### src/sifb_pkg.sv
// ----------------------------------------------------------------------------
// sifb_pkg
// Types, constants and helper functions shared by the stuffed frame builder.
// ----------------------------------------------------------------------------
package sifb_pkg;

   localparam int BYTE_W    = 8;
   localparam int LEN_W     = 12;
   localparam int MAX_RUN   = 9;   // header (4) + stuffed data (2) + stuffed check (2) + flag
   localparam int CNT_W     = $clog2(MAX_RUN + 1);
   localparam int CSR_IDX_W = 3;

   typedef enum logic [CSR_IDX_W-1:0] {
      CSR_FLAG_VALUE        = 3'd0,
      CSR_ESCAPE_VALUE      = 3'd1,
      CSR_FLAG_SUBSTITUTE   = 3'd2,
      CSR_ESCAPE_SUBSTITUTE = 3'd3,
      CSR_ADDRESS_VALUE     = 3'd4,
      CSR_CONTROL_SEQ_ZERO  = 3'd5,
      CSR_CONTROL_SEQ_ONE   = 3'd6
   } csr_index_type;

   localparam logic [BYTE_W-1:0] RST_FLAG_VALUE        = 8'd126;
   localparam logic [BYTE_W-1:0] RST_ESCAPE_VALUE      = 8'd125;
   localparam logic [BYTE_W-1:0] RST_FLAG_SUBSTITUTE   = 8'd94;
   localparam logic [BYTE_W-1:0] RST_ESCAPE_SUBSTITUTE = 8'd93;
   localparam logic [BYTE_W-1:0] RST_ADDRESS_VALUE     = 8'd3;
   localparam logic [BYTE_W-1:0] RST_CONTROL_SEQ_ZERO  = 8'd0;
   localparam logic [BYTE_W-1:0] RST_CONTROL_SEQ_ONE   = 8'd64;

   typedef struct packed {
      logic [BYTE_W-1:0] payload_byte;
      logic              first_byte;
      logic              final_byte;
      logic              sequence_bit;
   } req_item_type;

   typedef struct packed {
      logic [BYTE_W-1:0] line_byte;
      logic              run_end;
      logic              frame_end;
      logic [LEN_W-1:0]  frame_length;
   } rsp_item_type;

   typedef struct packed {
      logic [BYTE_W-1:0] flag_value;
      logic [BYTE_W-1:0] escape_value;
      logic [BYTE_W-1:0] flag_substitute;
      logic [BYTE_W-1:0] escape_substitute;
      logic [BYTE_W-1:0] address_value;
      logic [BYTE_W-1:0] control_seq_zero;
      logic [BYTE_W-1:0] control_seq_one;
   } cfg_type;

   // All link bytes caused by one input beat, in send order from index 0.
   typedef struct packed {
      logic [MAX_RUN-1:0][BYTE_W-1:0] bytes;
      logic [CNT_W-1:0]               count;
      logic [LEN_W-1:0]               length;
      logic                           closes;
   } burst_type;

   typedef struct packed {
      logic              escaped;
      logic [BYTE_W-1:0] lead;
      logic [BYTE_W-1:0] trail;
   } stuffed_type;

   // The flag test wins when flag and escape registers hold the same value.
   function automatic stuffed_type stuff_byte(input logic [BYTE_W-1:0] b, input cfg_type cfg);
      stuffed_type s;
      s.escaped = 1'b1;
      s.lead    = cfg.escape_value;
      s.trail   = cfg.flag_substitute;
      if (b == cfg.flag_value) begin
         s.trail = cfg.flag_substitute;
      end else if (b == cfg.escape_value) begin
         s.trail = cfg.escape_substitute;
      end else begin
         s.escaped = 1'b0;
         s.lead    = b;
      end
      return s;
   endfunction

endpackage

### src/sifb_csr.sv
// ----------------------------------------------------------------------------
// sifb_csr
// Configuration registers of the frame builder, written through a plain port.
// ----------------------------------------------------------------------------
module sifb_csr
   import sifb_pkg::*;
(
   input  logic                 clock,
   input  logic                 reset,
   input  logic                 csr_write,
   input  logic [CSR_IDX_W-1:0] csr_index,
   input  logic [BYTE_W-1:0]    csr_wdata,
   output cfg_type              cfg
);

   cfg_type cfg_ff;
   cfg_type cfg_in;

   always_comb begin
      cfg_in = cfg_ff;
      if (csr_write) begin
         unique case (csr_index_type'(csr_index))
            CSR_FLAG_VALUE:        cfg_in.flag_value        = csr_wdata;
            CSR_ESCAPE_VALUE:      cfg_in.escape_value      = csr_wdata;
            CSR_FLAG_SUBSTITUTE:   cfg_in.flag_substitute   = csr_wdata;
            CSR_ESCAPE_SUBSTITUTE: cfg_in.escape_substitute = csr_wdata;
            CSR_ADDRESS_VALUE:     cfg_in.address_value     = csr_wdata;
            CSR_CONTROL_SEQ_ZERO:  cfg_in.control_seq_zero  = csr_wdata;
            CSR_CONTROL_SEQ_ONE:   cfg_in.control_seq_one   = csr_wdata;
            default:               cfg_in = cfg_ff;
         endcase
      end
   end

   always_ff @(posedge clock) begin
      if (reset) begin
         cfg_ff.flag_value        <= RST_FLAG_VALUE;
         cfg_ff.escape_value      <= RST_ESCAPE_VALUE;
         cfg_ff.flag_substitute   <= RST_FLAG_SUBSTITUTE;
         cfg_ff.escape_substitute <= RST_ESCAPE_SUBSTITUTE;
         cfg_ff.address_value     <= RST_ADDRESS_VALUE;
         cfg_ff.control_seq_zero  <= RST_CONTROL_SEQ_ZERO;
         cfg_ff.control_seq_one   <= RST_CONTROL_SEQ_ONE;
      end else begin
         cfg_ff <= cfg_in;
      end
   end

   assign cfg = cfg_ff;

endmodule

### src/sifb_expand.sv
// ----------------------------------------------------------------------------
// sifb_expand
// Turns one payload beat into its list of link bytes and keeps the running
// check and the frame byte count.
// ----------------------------------------------------------------------------
module sifb_expand
   import sifb_pkg::*;
#(
   parameter logic [LEN_W-1:0] COUNT_LIMIT = 12'd2055
)
(
   input  logic         clock,
   input  logic         reset,
   input  cfg_type      cfg,
   input  req_item_type item,
   input  logic         accept,
   output burst_type    burst
);

   logic [BYTE_W-1:0] check_ff, check_in;
   logic [LEN_W-1:0]  total_ff, total_in;

   logic [BYTE_W-1:0]              ctl;
   logic [BYTE_W-1:0]              base_check;
   logic [BYTE_W-1:0]              new_check;
   logic [LEN_W-1:0]               base_total;
   logic [LEN_W:0]                 sum;
   logic [LEN_W-1:0]               total_next;
   stuffed_type                    data_st;
   stuffed_type                    check_st;
   logic [MAX_RUN-1:0][BYTE_W-1:0] cand;
   logic [MAX_RUN-1:0]             cand_ok;
   logic [MAX_RUN-1:0][BYTE_W-1:0] packed_bytes;
   logic [CNT_W-1:0]               pos;

   always_comb begin
      ctl        = item.sequence_bit ? cfg.control_seq_one : cfg.control_seq_zero;
      base_check = item.first_byte ? '0 : check_ff;
      base_total = item.first_byte ? '0 : total_ff;
      new_check  = base_check ^ item.payload_byte;
      data_st    = stuff_byte(item.payload_byte, cfg);
      check_st   = stuff_byte(new_check, cfg);

      cand[0] = cfg.flag_value;
      cand[1] = cfg.address_value;
      cand[2] = ctl;
      cand[3] = cfg.address_value ^ ctl;
      cand[4] = data_st.lead;
      cand[5] = data_st.trail;
      cand[6] = check_st.lead;
      cand[7] = check_st.trail;
      cand[8] = cfg.flag_value;

      cand_ok[0] = item.first_byte;
      cand_ok[1] = item.first_byte;
      cand_ok[2] = item.first_byte;
      cand_ok[3] = item.first_byte;
      cand_ok[4] = 1'b1;
      cand_ok[5] = data_st.escaped;
      cand_ok[6] = item.final_byte;
      cand_ok[7] = item.final_byte && check_st.escaped;
      cand_ok[8] = item.final_byte;

      // Pack the present candidates to the front, keeping their order.
      packed_bytes = '0;
      pos          = '0;
      for (int i = 0; i < MAX_RUN; i++) begin
         if (cand_ok[i]) begin
            packed_bytes[pos] = cand[i];
            pos               = pos + CNT_W'(1);
         end
      end

      sum        = {1'b0, base_total} + (LEN_W + 1)'(pos);
      total_next = (sum > {1'b0, COUNT_LIMIT}) ? COUNT_LIMIT : sum[LEN_W-1:0];

      check_in = item.final_byte ? '0 : new_check;
      total_in = item.final_byte ? '0 : total_next;

      burst.bytes  = packed_bytes;
      burst.count  = pos;
      burst.length = total_next;
      burst.closes = item.final_byte;
   end

   always_ff @(posedge clock) begin
      if (reset) begin
         check_ff <= '0;
         total_ff <= '0;
      end else if (accept) begin
         check_ff <= check_in;
         total_ff <= total_in;
      end
   end

endmodule

### src/sifb_emit.sv
// ----------------------------------------------------------------------------
// sifb_emit
// Holds the link bytes of one beat and sends them one per cycle, while rsp is
// not stalled, through the result register.
// ----------------------------------------------------------------------------
module sifb_emit
   import sifb_pkg::*;
(
   input  logic         clock,
   input  logic         reset,
   input  logic         load,
   input  burst_type    burst,
   output logic         can_load,
   output logic         rsp_valid,
   input  logic         rsp_stall,
   output rsp_item_type rsp_data
);

   logic [MAX_RUN-1:0][BYTE_W-1:0] list_ff, list_in;
   logic [CNT_W-1:0]               rem_ff, rem_in;
   logic [LEN_W-1:0]               len_ff, len_in;
   logic                           closes_ff, closes_in;
   logic                           busy_ff, busy_in;
   logic                           out_valid_ff, out_valid_in;
   rsp_item_type                   out_ff, out_in;

   logic advance;
   logic last_out;

   assign advance  = busy_ff && (!out_valid_ff || !rsp_stall);
   assign last_out = rem_ff == CNT_W'(1);
   assign can_load = !busy_ff || (advance && last_out);

   always_comb begin
      list_in      = list_ff;
      rem_in       = rem_ff;
      len_in       = len_ff;
      closes_in    = closes_ff;
      busy_in      = busy_ff;
      out_valid_in = out_valid_ff;
      out_in       = out_ff;

      if (advance) begin
         out_valid_in        = 1'b1;
         out_in.line_byte    = list_ff[0];
         out_in.run_end      = last_out;
         out_in.frame_end    = last_out && closes_ff;
         out_in.frame_length = (last_out && closes_ff) ? len_ff : '0;
         list_in             = {BYTE_W'(0), list_ff[MAX_RUN-1:1]};
         rem_in              = rem_ff - CNT_W'(1);
         if (last_out) begin
            busy_in = 1'b0;
         end
      end else if (!rsp_stall) begin
         out_valid_in = 1'b0;
      end

      if (load) begin
         list_in   = burst.bytes;
         rem_in    = burst.count;
         len_in    = burst.length;
         closes_in = burst.closes;
         busy_in   = 1'b1;
      end
   end

   always_ff @(posedge clock) begin
      if (reset) begin
         busy_ff      <= 1'b0;
         out_valid_ff <= 1'b0;
         rem_ff       <= '0;
      end else begin
         busy_ff      <= busy_in;
         out_valid_ff <= out_valid_in;
         rem_ff       <= rem_in;
      end
   end

   always_ff @(posedge clock) begin
      list_ff   <= list_in;
      len_ff    <= len_in;
      closes_ff <= closes_in;
      out_ff    <= out_in;
   end

   assign rsp_valid = out_valid_ff;
   assign rsp_data  = out_ff;

endmodule

### src/stuffed_info_frame_builder_core.sv
// ----------------------------------------------------------------------------
// stuffed_info_frame_builder_core
// Builds stuffed information frames with an XOR check from payload beats.
//
//   channel | direction | handshake            | payload
//   --------+-----------+----------------------+-------------------------------
//   req     | in        | req_valid/req_stall  | req_item_type (one raw byte)
//   rsp     | out       | rsp_valid/rsp_stall  | rsp_item_type (one link byte)
//   csr     | in        | csr_write            | csr_index, csr_wdata
//
// Each input beat causes 1 to 9 link bytes, and the single output byte lane
// sends one byte per cycle while rsp is not stalled. The next beat is taken in
// the cycle the last byte of the current one moves into the result register;
// the first byte of a beat passes through the byte list register on its way
// to the result register.
// Reset is synchronous and clears the check, the count and all handshakes.
// A stall on rsp holds the result register; req is stalled while bytes of
// the current beat still wait behind it.
// ----------------------------------------------------------------------------
module stuffed_info_frame_builder_core
   import sifb_pkg::*;
#(
   parameter int MAX_PAYLOAD = 1024
)
(
   input  logic                 clock,
   input  logic                 reset,
   input  logic                 req_valid,
   output logic                 req_stall,
   input  req_item_type         req_data,
   output logic                 rsp_valid,
   input  logic                 rsp_stall,
   output rsp_item_type         rsp_data,
   input  logic                 csr_write,
   input  logic [CSR_IDX_W-1:0] csr_index,
   input  logic [BYTE_W-1:0]    csr_wdata
);

   localparam int LIMIT_FULL = 2 * MAX_PAYLOAD + 7;
   localparam int LIMIT_CAP  = (1 << LEN_W) - 1;
   localparam logic [LEN_W-1:0] COUNT_LIMIT =
      LEN_W'((LIMIT_FULL > LIMIT_CAP) ? LIMIT_CAP : LIMIT_FULL);

   cfg_type   cfg;
   burst_type burst;
   logic      can_load;
   logic      accept;

   assign req_stall = !can_load;
   assign accept    = req_valid && can_load;

   sifb_csr u_csr (
      .clock     (clock),
      .reset     (reset),
      .csr_write (csr_write),
      .csr_index (csr_index),
      .csr_wdata (csr_wdata),
      .cfg       (cfg)
   );

   sifb_expand #(
      .COUNT_LIMIT (COUNT_LIMIT)
   ) u_expand (
      .clock  (clock),
      .reset  (reset),
      .cfg    (cfg),
      .item   (req_data),
      .accept (accept),
      .burst  (burst)
   );

   sifb_emit u_emit (
      .clock     (clock),
      .reset     (reset),
      .load      (accept),
      .burst     (burst),
      .can_load  (can_load),
      .rsp_valid (rsp_valid),
      .rsp_stall (rsp_stall),
      .rsp_data  (rsp_data)
   );

endmodule

### config.mk
export PLATFORM = sky130hd
export DESIGN_NAME = stuffed_info_frame_builder_core
export DESIGN_NICKNAME = d
export VERILOG_FILES = /design/src/sifb_pkg.sv /design/src/sifb_csr.sv /design/src/sifb_expand.sv /design/src/sifb_emit.sv /design/src/stuffed_info_frame_builder_core.sv
export SDC_FILE = /design/constraint.sdc
export NUM_CORES = 1
export LEC_CHECK = 0
export ABC_AREA = 1
export BUFFER_PORTS_ARGS = -buffer_cell sky130_fd_sc_hd__buf_2
export CAP_MARGIN = 20
export CORE_UTILIZATION = 50
export DETAILED_ROUTE_END_ITERATION = 10
export PLACE_DENSITY = 0.65
export SKIP_CTS_REPAIR_TIMING = 1
export SYNTH_ARGS = -nofsm -noshare
export SYNTH_HDL_FRONTEND = slang
export SYNTH_SLANG_ARGS = --single-unit
### constraint.sdc
create_clock -name clock -period 4.7 [get_ports clock]
set_input_delay 0.94 -clock clock [delete_from_list [all_inputs] [get_ports clock]]
set_output_delay 0.94 -clock clock [all_outputs]
set_load 0.005 [all_outputs]
==> results of run 1 <==
[report_power, final]
group          total (uW)  switching [uW]  internal [uW]
clock                1510             710            804
combinational         508             361            147
sequential           1950            48.6           1900
total                3970            1120           2850
[registers in the layout (all words and copies together), names as in the netlist]
signal / flops
u_emit.busy_ff: 1
u_emit.len_ff: 12
u_expand.check_ff: 8
u_csr.cfg: 56
u_expand.total_ff: 12
u_emit.rsp_data: 22
u_emit.rem_ff: 4
u_emit.rsp_valid: 1
u_emit.list_ff: 72
u_emit.closes_ff: 1
[critical path, delay by kind of cell (launching register included)]
family,cells,cell delay [ns]
AND/OR/NAND/NOR,20,2.16
flip-flops,1,0.42
AO/OA/AOI/OAI,2,0.35
adder cells (fa/ha/maj),2,0.55
buffers and inverters,4,0.63
[metrics by stage]
step | area (um^2) | TNS, ns | hold WS (ns) | utilization [%]
detailed placement | 11100 | -0.121 | 0.406 | 54.3
finish | 11700 | 0 | 0.427 | 57.3
floorplan | 10500 | 0 | 0.400 | -
global route | 11700 | 0 | 0.429 | 57.3
global placement | 11100 | -0.0116 | 0.401 | 54.3
CTS | 11700 | 0 | 0.423 | 57.3
[area by class of cell]
type                       instances  share of cell area [%]
clock inverter                    12                    1.25
timing repair buffer              79                    4.00
clock buffer                      20                    4.00
sequential                       189                    41.5
inverter                         170                    5.47
multi-input combinational       1000                    40.9
tap                              270                    2.88
[layout by cell type (no fill, tap or decap), types with 21 or more instances in the layout]
master      n
nand2_1   448
edfxtp_1  107
inv_1     159
nand3_1   115
o21ai_0   103
o211ai_1   35
dfxtp_1    81
buf_2      50
nor2_1    110
a21oi_1    68
buf_4      29
nand4_1    21
[final timing paths]
kind / start / to / slack [ns] / cells after the start
setup / recovery: u_csr.cfg[50]$_SDFFE_PP1P_ / u_emit.len_ff[5]$_DFFE_PP_ / 0.45 / 28
hold / removal: u_emit.list_ff[2]$_DFFE_PP_ / u_emit.rsp_data[16]$_DFFE_PP_ / 0.43 / 0
setup reg to reg: u_csr.cfg[50]$_SDFFE_PP1P_ / u_emit.len_ff[5]$_DFFE_PP_ / 0.45 / 28
hold reg to reg: u_emit.list_ff[2]$_DFFE_PP_ / u_emit.rsp_data[16]$_DFFE_PP_ / 0.43 / 0
[cell families after synthesis]
logic type / after synthesis / share of synthesized area [%]
AND/OR/NAND/NOR: 745 / 30.7
AO/OA/AOI/OAI: 232 / 12.5
buffers and inverters: 222 / 8.32
flip-flops: 189 / 46.2
XOR/XNOR: 15 / 1.25
adder cells (fa/ha/maj): 8 / 1.02
[routing by layer]
layer | global-route usage, % | routed length, um | vias up | share of wire (%)
li1 | - | - | 4733 | -
met1 | 43.1 | 14000 | 4215 | 45
met2 | 43.0 | 13100 | 401 | 42
met3 | 7.52 | 3070 | 39 | 10
met4 | 9.28 | 665 | 0 | 2.2
met5 | 0 | 0 | - | 0
==> impl_metrics.json, run 1 <==
{
  "cp-start-kind": "flip-flop",
  "cts_num_sinks": 189,
  "antenna_cells": 0,
  "clockBufferDepth": 2,
  "async_flop_share_pct": 0,
  "start_util_pct": 51.4,
  "multi_input_area_um2": 4790,
  "synth_top_area_cell": "edfxtp_1",
  "max_stage_delay_ns": 0.42,
  "synthTopCellsByCount": "450 x nand2_1, 160 x inv_1, 115 x nand3_1",
  "drc": 0,
  "worst_slack_ns": 0.448,
  "status": "finished clean",
  "rsz0062_at_grt": "false",
  "synth-seq-area-share_pct": 46.2,
  "grt_max_degree": 70,
  "timing.final.hold_violations": 0,
  "cap_violations": 0,
  "die_w_um": 147,
  "min_period_ns": 4.25,
  "crit_path_frequent_cell": "nand2_1",
  "layout.nets": 1492,
  "worstMarginPinSlew_ns": 0.935,
  "cts_root_buf": "clkbuf_16",
  "pin_count": 51,
  "ant_nets": 0,
  "cp.arrival_ns": 4.53,
  "synth-seq-cells": 189,
  "synth_edf_count": 107,
  "synthCells": 1411,
  "seq_area_um2": 4860,
  "hold_path_class": "flip-flop to flip-flop",
  "required_ns": 4.98,
  "gpl.final_weighted_congestion": 0.940,
  "power_uw": 3970,
  "drv_slew": 0,
  "cts_buffers": 17,
  "routed_wirelength_um": 30800,
  "antenna_found_initial": 0,
  "die-area_um2": 21600,
  "yosys_warnings": 0,
  "dp.cells": 1708,
  "cts_max_level": 4,
  "synth.top_cell.area_share_pct": 30.6,
  "relSlewSlack_pct": 37.4,
  "drt_iter0_markers": 1048,
  "grt_pass1_vias": 8613,
  "grt-ovfl-total": 0,
  "skew_ns": 0.0123,
  "vdd_drop_max_v": 0.000231,
  "fmax_mhz": 235,
  "leakage_uw": 0.00546,
  "syn_area_um2": 10500,
  "setup_viol": 0,
  "dp_slack_ns": -0.0209,
  "area_growth_syn_to_layout_pct": 11.5,
  "rows": 52,
  "vias_per_cell": 5.40,
  "layout.cells.non_filler": 1740,
  "wire_per_inst_um": 17.7,
  "synthTopCellsByArea": "edfxtp_1 31%, nand2_1 16%, dfxtp_1 16%",
  "drive_gt1_share_pct": 10.6,
  "power.density_nw_per_um2": 339,
  "path_class": "flip-flop to flip-flop",
  "core_area_um2": 20400,
  "hpwlAfterDp_um": 23000,
  "io_buffers": 50,
  "clk_pin_slew_ns": 0.07,
  "ys_types": 41,
  "synth_ff_type": "edfxtp_1",
  "firstDrtPassIters": 5,
  "routed-via-count": 9388,
  "grt_usage_pct": 29.6,
  "synth_most_common_cell": "nand2_1",
  "crit_fanout": 8,
  "crit_path_top_delay_cell": "dfxtp_1",
  "num-fill-cells": 1989,
  "dieHeight_um": 147,
  "synth_area_per_cell_um2": 7.45,
  "synth_nets": 1446,
  "grt_first_pass_wirelength_um": 48500,
  "finalCritPeriodShare_pct": 90.5,
  "cts_tree": "yes",
  "critPathCaptureType": "flip-flop",
  "worstSkewPairLatency_ns": 0.44
}
(Power assumes the default switching activity.)
==> inputs of run 2 (changes only) <==
ABC_AREA = not set   (was 1)
CELL_PAD_IN_SITES_DETAIL_PLACEMENT = 1   (was not set)
CELL_PAD_IN_SITES_GLOBAL_PLACEMENT = 1   (was not set)
CORE_UTILIZATION = 48   (was 50)
PLACE_DENSITY = 0.78   (was 0.65)
==> run 2 against run 1 <==
  * Register-to-register slack got worse by 0.30 ns
  * Sequential power about the same
  * Cell count fell by 13%
  * Die area rose by 4.0%
  * Maximum frequency shrank 8.9%
  * Largest cell class is now multi-input gates
==> impl_metrics.json, run 2 <==
{
  "status": "finished clean",
  "hpwlAfterDp_um": 24300,
  "skew_ns": 0.0171,
  "routed_wirelength_um": 35300,
  "leakage_uw": 0.00482,
  "critPathCaptureType": "flip-flop",
  "crit_fanout": 12,
  "gpl.final_weighted_congestion": 0.936,
  "syn_area_um2": 10500,
  "finalCritPeriodShare_pct": 99.3,
  "num-fill-cells": 2419,
  "cp-start-kind": "primary input",
  "drive_gt1_share_pct": 20.6,
  "rows": 53,
  "layout_common_cells": "202 x nand2_1, 107 x edfxtp_1, 99 x buf_4",
  "required_ns": 4.90,
  "cts_buffers": 17,
  "fmax_mhz": 214,
  "grt-ovfl-total": 0,
  "die_w_um": 150,
  "synth_top_area_cell": "edfxtp_1",
  "final_common_cell": "nand2_1",
  "ant_nets": 0,
  "grt_use_met1_pct": 43.2,
  "met3_usage_pct": 4.63,
  "grt_first_pass_wirelength_um": 52900,
  "grt_max_degree": 73,
  "grt_pass1_vias": 9195,
  "max_stage_delay_ns": 0.56,
  "layout.nets": 1253,
  "cap_violations": 0,
  "setup_viol": 0,
  "ys_types": 72,
  "dp_slack_ns": -0.452,
  "cp.arrival_ns": 4.86,
  "met2_usage_pct": 50.6,
  "synth_edf_count": 107,
  "firstDrtPassIters": 5,
  "synth_nets": 1163,
  "path_class": "primary input to flip-flop",
  "timing.final.hold_violations": 0,
  "largest-register": "u_emit.list_ff",
  "vdd_drop_max_v": 0.000238,
  "clk_pin_slew_ns": 0.07,
  "synthTopCellsByArea": "edfxtp_1 31%, dfxtp_1 16%, nand2_1 7.3%",
  "final_cell_area_um2": 12400,
  "relSlewSlack_pct": 33.5,
  "synth_area_per_cell_um2": 9.30,
  "antenna_found_initial": 0,
  "whs_ns": 0.425,
  "start_util_pct": 49.4,
  "antenna_cells": 0,
  "grt-busiest-layer": "met2",
  "drv_slew": 0,
  "crit_path_top_delay_cell": "or4_4",
  "grt_usage_pct": 31.4,
  "area_growth_syn_to_layout_pct": 17.9,
  "pin_count": 51,
  "power.density_nw_per_um2": 334,
  "clockBufferDepth": 2,
  "min_period_ns": 4.67,
  "layout.cells.non_filler": 1506,
  "yosys_warnings": 0,
  "hold_path_class": "flip-flop to flip-flop",
  "drc": 0,
  "core_area_um2": 21200,
  "synth_most_common_cell": "nand2_1",
  "worstMarginPinSlew_ns": 0.997,
  "dp.cells": 1467,
  "fin_setup_tns_ns": 0,
  "synth.top_cell.area_share_pct": 30.6,
  "crit_chain": "buf_4 > buf_6 > nor2b_4 > xnor2_2 > or4_4 > or2_4 > buf_4 > buf_4 > a21oi_2 > nor2b_1 > nor2_2 > ha_1 > buf_4 > and4_1 > nor4_4 > and4_4 > a21boi_4 > buf_2 > or2_4",
  "worst_slack_ns": 0.0335,
  "synth_ff_type": "edfxtp_1",
  "cts_root_buf": "clkbuf_16",
  "vias_per_cell": 6.20,
  "synth-seq-cells": 189,
  "synthCells": 1128,
  "wire_per_inst_um": 23.5,
  "crit_buf_inv": 6,
  "cp_top_family": "simple AND/OR/NAND/NOR gates",
  "die-area_um2": 22400,
  "async_flop_share_pct": 0,
  "cts_num_sinks": 189,
  "io_buffers": 50,
  "synthTopCellsByCount": "203 x nand2_1, 107 x edfxtp_1, 94 x a21oi_1",
  "worstSkewPairLatency_ns": 0.45,
  "cts_tree": "yes",
  "routed-via-count": 9335,
  "cts_max_level": 4,
  "synth-seq-area-share_pct": 46.3,
  "dieHeight_um": 150,
  "drt_iter0_markers": 860,
  "largest_reg_flops": 72,
  "crit_path_frequent_cell": "buf_4",
  "dpl_cell_area_um2": 11600
}
[run 2: final cells by class]
cell class,count,area [um^2],share of cell area [%]
clock inverter,15,201,1.63
inverter,13,53.8,0.435
timing repair buffer,155,1070,8.65
multi-input combinational,842,5420,43.8
sequential,189,4850,39.3
tap,275,344,2.78
clock buffer,17,425,3.44
[run 2: stage by stage]
stage	utilization [%]	total power (uW)
2_1_floorplan	-	2370
3_3_place_gp	54.5	2560
3_5_place_dp	54.5	2590
4_1_cts	57.5	4120
5_1_grt	58.3	4250
6_report	58.3	4130
[run 2: path summary, 6_finish.rpt]
| kind | cells after the start | from | slack, ns | to |
|---|---|---|---|---|
| setup / recovery | 19 | req_data[2] | 0.03 | u_emit.len_ff[0]$_DFFE_PP_ |
| hold / removal | 0 | u_emit.list_ff[5]$_DFFE_PP_ | 0.43 | u_emit.rsp_data[19]$_DFFE_PP_ |
| setup reg to reg | 17 | u_csr.cfg[41]$_SDFFE_PP0P_ | 0.15 | u_emit.len_ff[0]$_DFFE_PP_ |
| hold reg to reg | 0 | u_emit.list_ff[5]$_DFFE_PP_ | 0.43 | u_emit.rsp_data[19]$_DFFE_PP_ |
[run 2: cell families (layout without fill, tap and decap cells)]
| family | after synthesis | after routing | share of synthesized area (%) |
|---|---|---|---|
| compound gates | 259 | 259 | 16.3 |
| xor+xnor | 66 | 66 | 6.60 |
| fa+ha+maj | 8 | 8 | 1.03 |
| buf+inv | 97 | 200 | 4.02 |
| flops | 189 | 189 | 46.3 |
| mux | 45 | 45 | 4.45 |
| simple gates | 464 | 464 | 21.3 |
[run 2: layer usage]
| layer | part of all wire, % | vias to the layer above |
|---|---|---|
| li1 | - | 4220 |
| met1 | 44 | 4669 |
| met2 | 48 | 373 |
| met3 | 5.6 | 73 |
| met4 | 2.3 | 0 |
| met5 | 0 | - |
[run 2: where the power goes]
group          switching, uW  total [uW]  internal, uW
Combinational            363         594           232
Sequential              60.1        1980          1920
Clock                    736        1550           814
Total                   1160        4130          2970
==> inputs of run 3 (changes only) <==
PLACE_DENSITY = 0.91   (was 0.78)
==> run 3 against run 2 <==
  * The flow now finishes with violations (negative setup slack)
  * Critical path depth is 3 higher
  * Register-to-register slack worse by 0.21 ns
  * Sequential share of layout area down 0.26 points
  * Via count rose by 6.6%
  * Sequential power about the same
  * Maximum frequency down 4.8%
  * Global-route usage grew 3.0 points
  * Count of clock-buffer cells in the layout did not move
  * Cell count is 0.46% higher
  * Routed wire length grew 11%
  * Worst hold slack got worse by 0.0029 ns
  * Combinational power up 6.7%
  * Critical path type unchanged
  * Largest cell class unchanged
==> impl_metrics.json, run 3 (synthesis gave the netlist of run 2 again) <==
{
  "status": "finished with violations",
  "violations": "negative setup slack",
  "drt_iter0_markers": 973,
  "area_growth_syn_to_layout_pct": 18.7,
  "firstDrtPassIters": 5,
  "critPathCaptureType": "flip-flop",
  "rr_worst_depth": 18,
  "relSlewSlack_pct": 26.5,
  "worstMarginPinSlew_ns": 1.09,
  "leakage_uw": 0.00484,
  "drv_slew": 0,
  "antenna_found_initial": 0,
  "ant_nets": 0,
  "pin_count": 51,
  "largest_reg_flops": 72,
  "vdd_drop_max_v": 0.000257,
  "routed-via-count": 9952,
  "final_cell_area_um2": 12400,
  "cts_max_level": 4,
  "finalCritPeriodShare_pct": 104,
  "drive_gt1_share_pct": 21.4,
  "path_class": "primary input to flip-flop",
  "setup_viol": 18,
  "grt-ovfl-total": 0,
  "skew_ns": 0.0173,
  "drc": 0,
  "worstSkewPairLatency_ns": 0.45,
  "min_period_ns": 4.90,
  "timing.final.hold_violations": 0,
  "grt_max_degree": 73,
  "dp_slack_ns": -0.502,
  "io_buffers": 50,
  "cp.arrival_ns": 5.29,
  "cp-start-kind": "primary input",
  "wire_per_inst_um": 26.0,
  "routed_wirelength_um": 39300,
  "die-area_um2": 22400,
  "final_common_cell": "nand2_1",
  "die_w_um": 150,
  "layout.nets": 1260,
  "hold_path_class": "flip-flop to flip-flop",
  "dpl_cell_area_um2": 11600,
  "antenna_cells": 0,
  "cts_tree": "yes",
  "clockBufferDepth": 2,
  "worst_slack_ns": -0.202,
  "grt_pass1_vias": 9969,
  "rsz0062_at_grt": "true",
  "vias_per_cell": 6.58,
  "cts_root_buf": "clkbuf_16",
  "gpl.final_weighted_congestion": 0.943,
  "crit_fanout": 8,
  "grt_usage_pct": 34.4,
  "dieHeight_um": 150,
  "power.density_nw_per_um2": 333,
  "worstHoldPathCells": 0,
  "clk_pin_slew_ns": 0.09,
  "core_area_um2": 21200,
  "hpwlAfterDp_um": 26300,
  "largest-register": "u_emit.list_ff",
  "cts_buffers": 17,
  "cts_num_sinks": 189,
  "rows": 53,
  "grt_first_pass_wirelength_um": 57700,
  "fmax_mhz": 204,
  "cap_violations": 0,
  "required_ns": 5.08,
  "start_util_pct": 49.4,
  "layout_common_cells": "202 x nand2_1, 107 x edfxtp_1, 104 x buf_4"
}
[run 3: cell types whose count changed in the layout (fill, tap and decap cells not counted), sizes merged]
cell,before,now
clkinv,8,6
inv,16,18
bufinv,2,1
clkinvlp,2,3
buf,155,161
clkbuf,17,18
[run 3: worst paths after layout]
check                                         start                                 to  slack, ns
setup reg to reg  u_expand.check_ff[5]$_SDFFE_PP0P_  u_expand.total_ff[4]$_SDFFE_PP0P_      -0.06
setup / recovery                        req_data[2]  u_expand.total_ff[4]$_SDFFE_PP0P_      -0.20
hold / removal          u_emit.list_ff[6]$_DFFE_PP_      u_emit.rsp_data[20]$_DFFE_PP_       0.42
hold reg to reg         u_emit.list_ff[6]$_DFFE_PP_      u_emit.rsp_data[20]$_DFFE_PP_       0.42
[run 3: worst max-delay path, stage by stage]
cell	delay, ns
buf_12	0.11
buf_4	0.14
nor2b_2	0.17
buf_4	0.16
xor3_1	0.23
a211o_1	0.27
buf_4	0.15
nor3_4	0.19
nor2_4	0.10
a211oi_4	0.30
a21oi_2	0.08
buf_4	0.15
fa_2	0.35
a21o_1	0.23
a21oi_4	0.29
nand3b_1	0.24
xnor2_2	0.19
and4_4	0.29
a21boi_4	0.09
buf_6	0.13
or3_4	0.33
a21oi_2	0.15
[run 3: final cells by class]
type	count	area (um^2)
clock inverters	15	179
clock buffers	17	425
multi-input cells	842	5440
well taps	275	344
flip-flops and latches	189	4850
inverters	13	53.8
repair buffers	162	1150
fillers	2390	8770
[run 3: where the power goes]
group,leakage (uW),internal (uW),total [uW],switching [uW]
Clock,0.000287,764,1520,758
Combinational,0.00282,240,634,394
Sequential,0.00173,1920,1990,64.7
[run 3: metrics by stage]
step	TNS, ns	power, uW	hold slack (ns)	utilization [%]	instances
floorplan	-0.495	2370	0.400	-	1128
global placement	-3.10	2550	0.402	54.7	1469
detailed placement	-8.94	2600	0.406	54.7	1469
CTS	-1.33	4090	0.424	57.5	1501
global route	-3.59	4260	0.425	58.7	1513
finish	-2.00	4140	0.422	58.7	1513
[run 3: metal layers]
| metal | wire, um | part of all wire, % | global-route usage [%] | vias up |
|---|---|---|---|---|
| li1 | - | - | - | 4238 |
| met1 | 14700 | 37 | 42.5 | 4926 |
| met2 | 19200 | 49 | 58.3 | 626 |
| met3 | 3430 | 8.7 | 6.04 | 162 |
| met4 | 1980 | 5.0 | 16.0 | 0 |
| met5 | 0 | 0 | 0 | - |
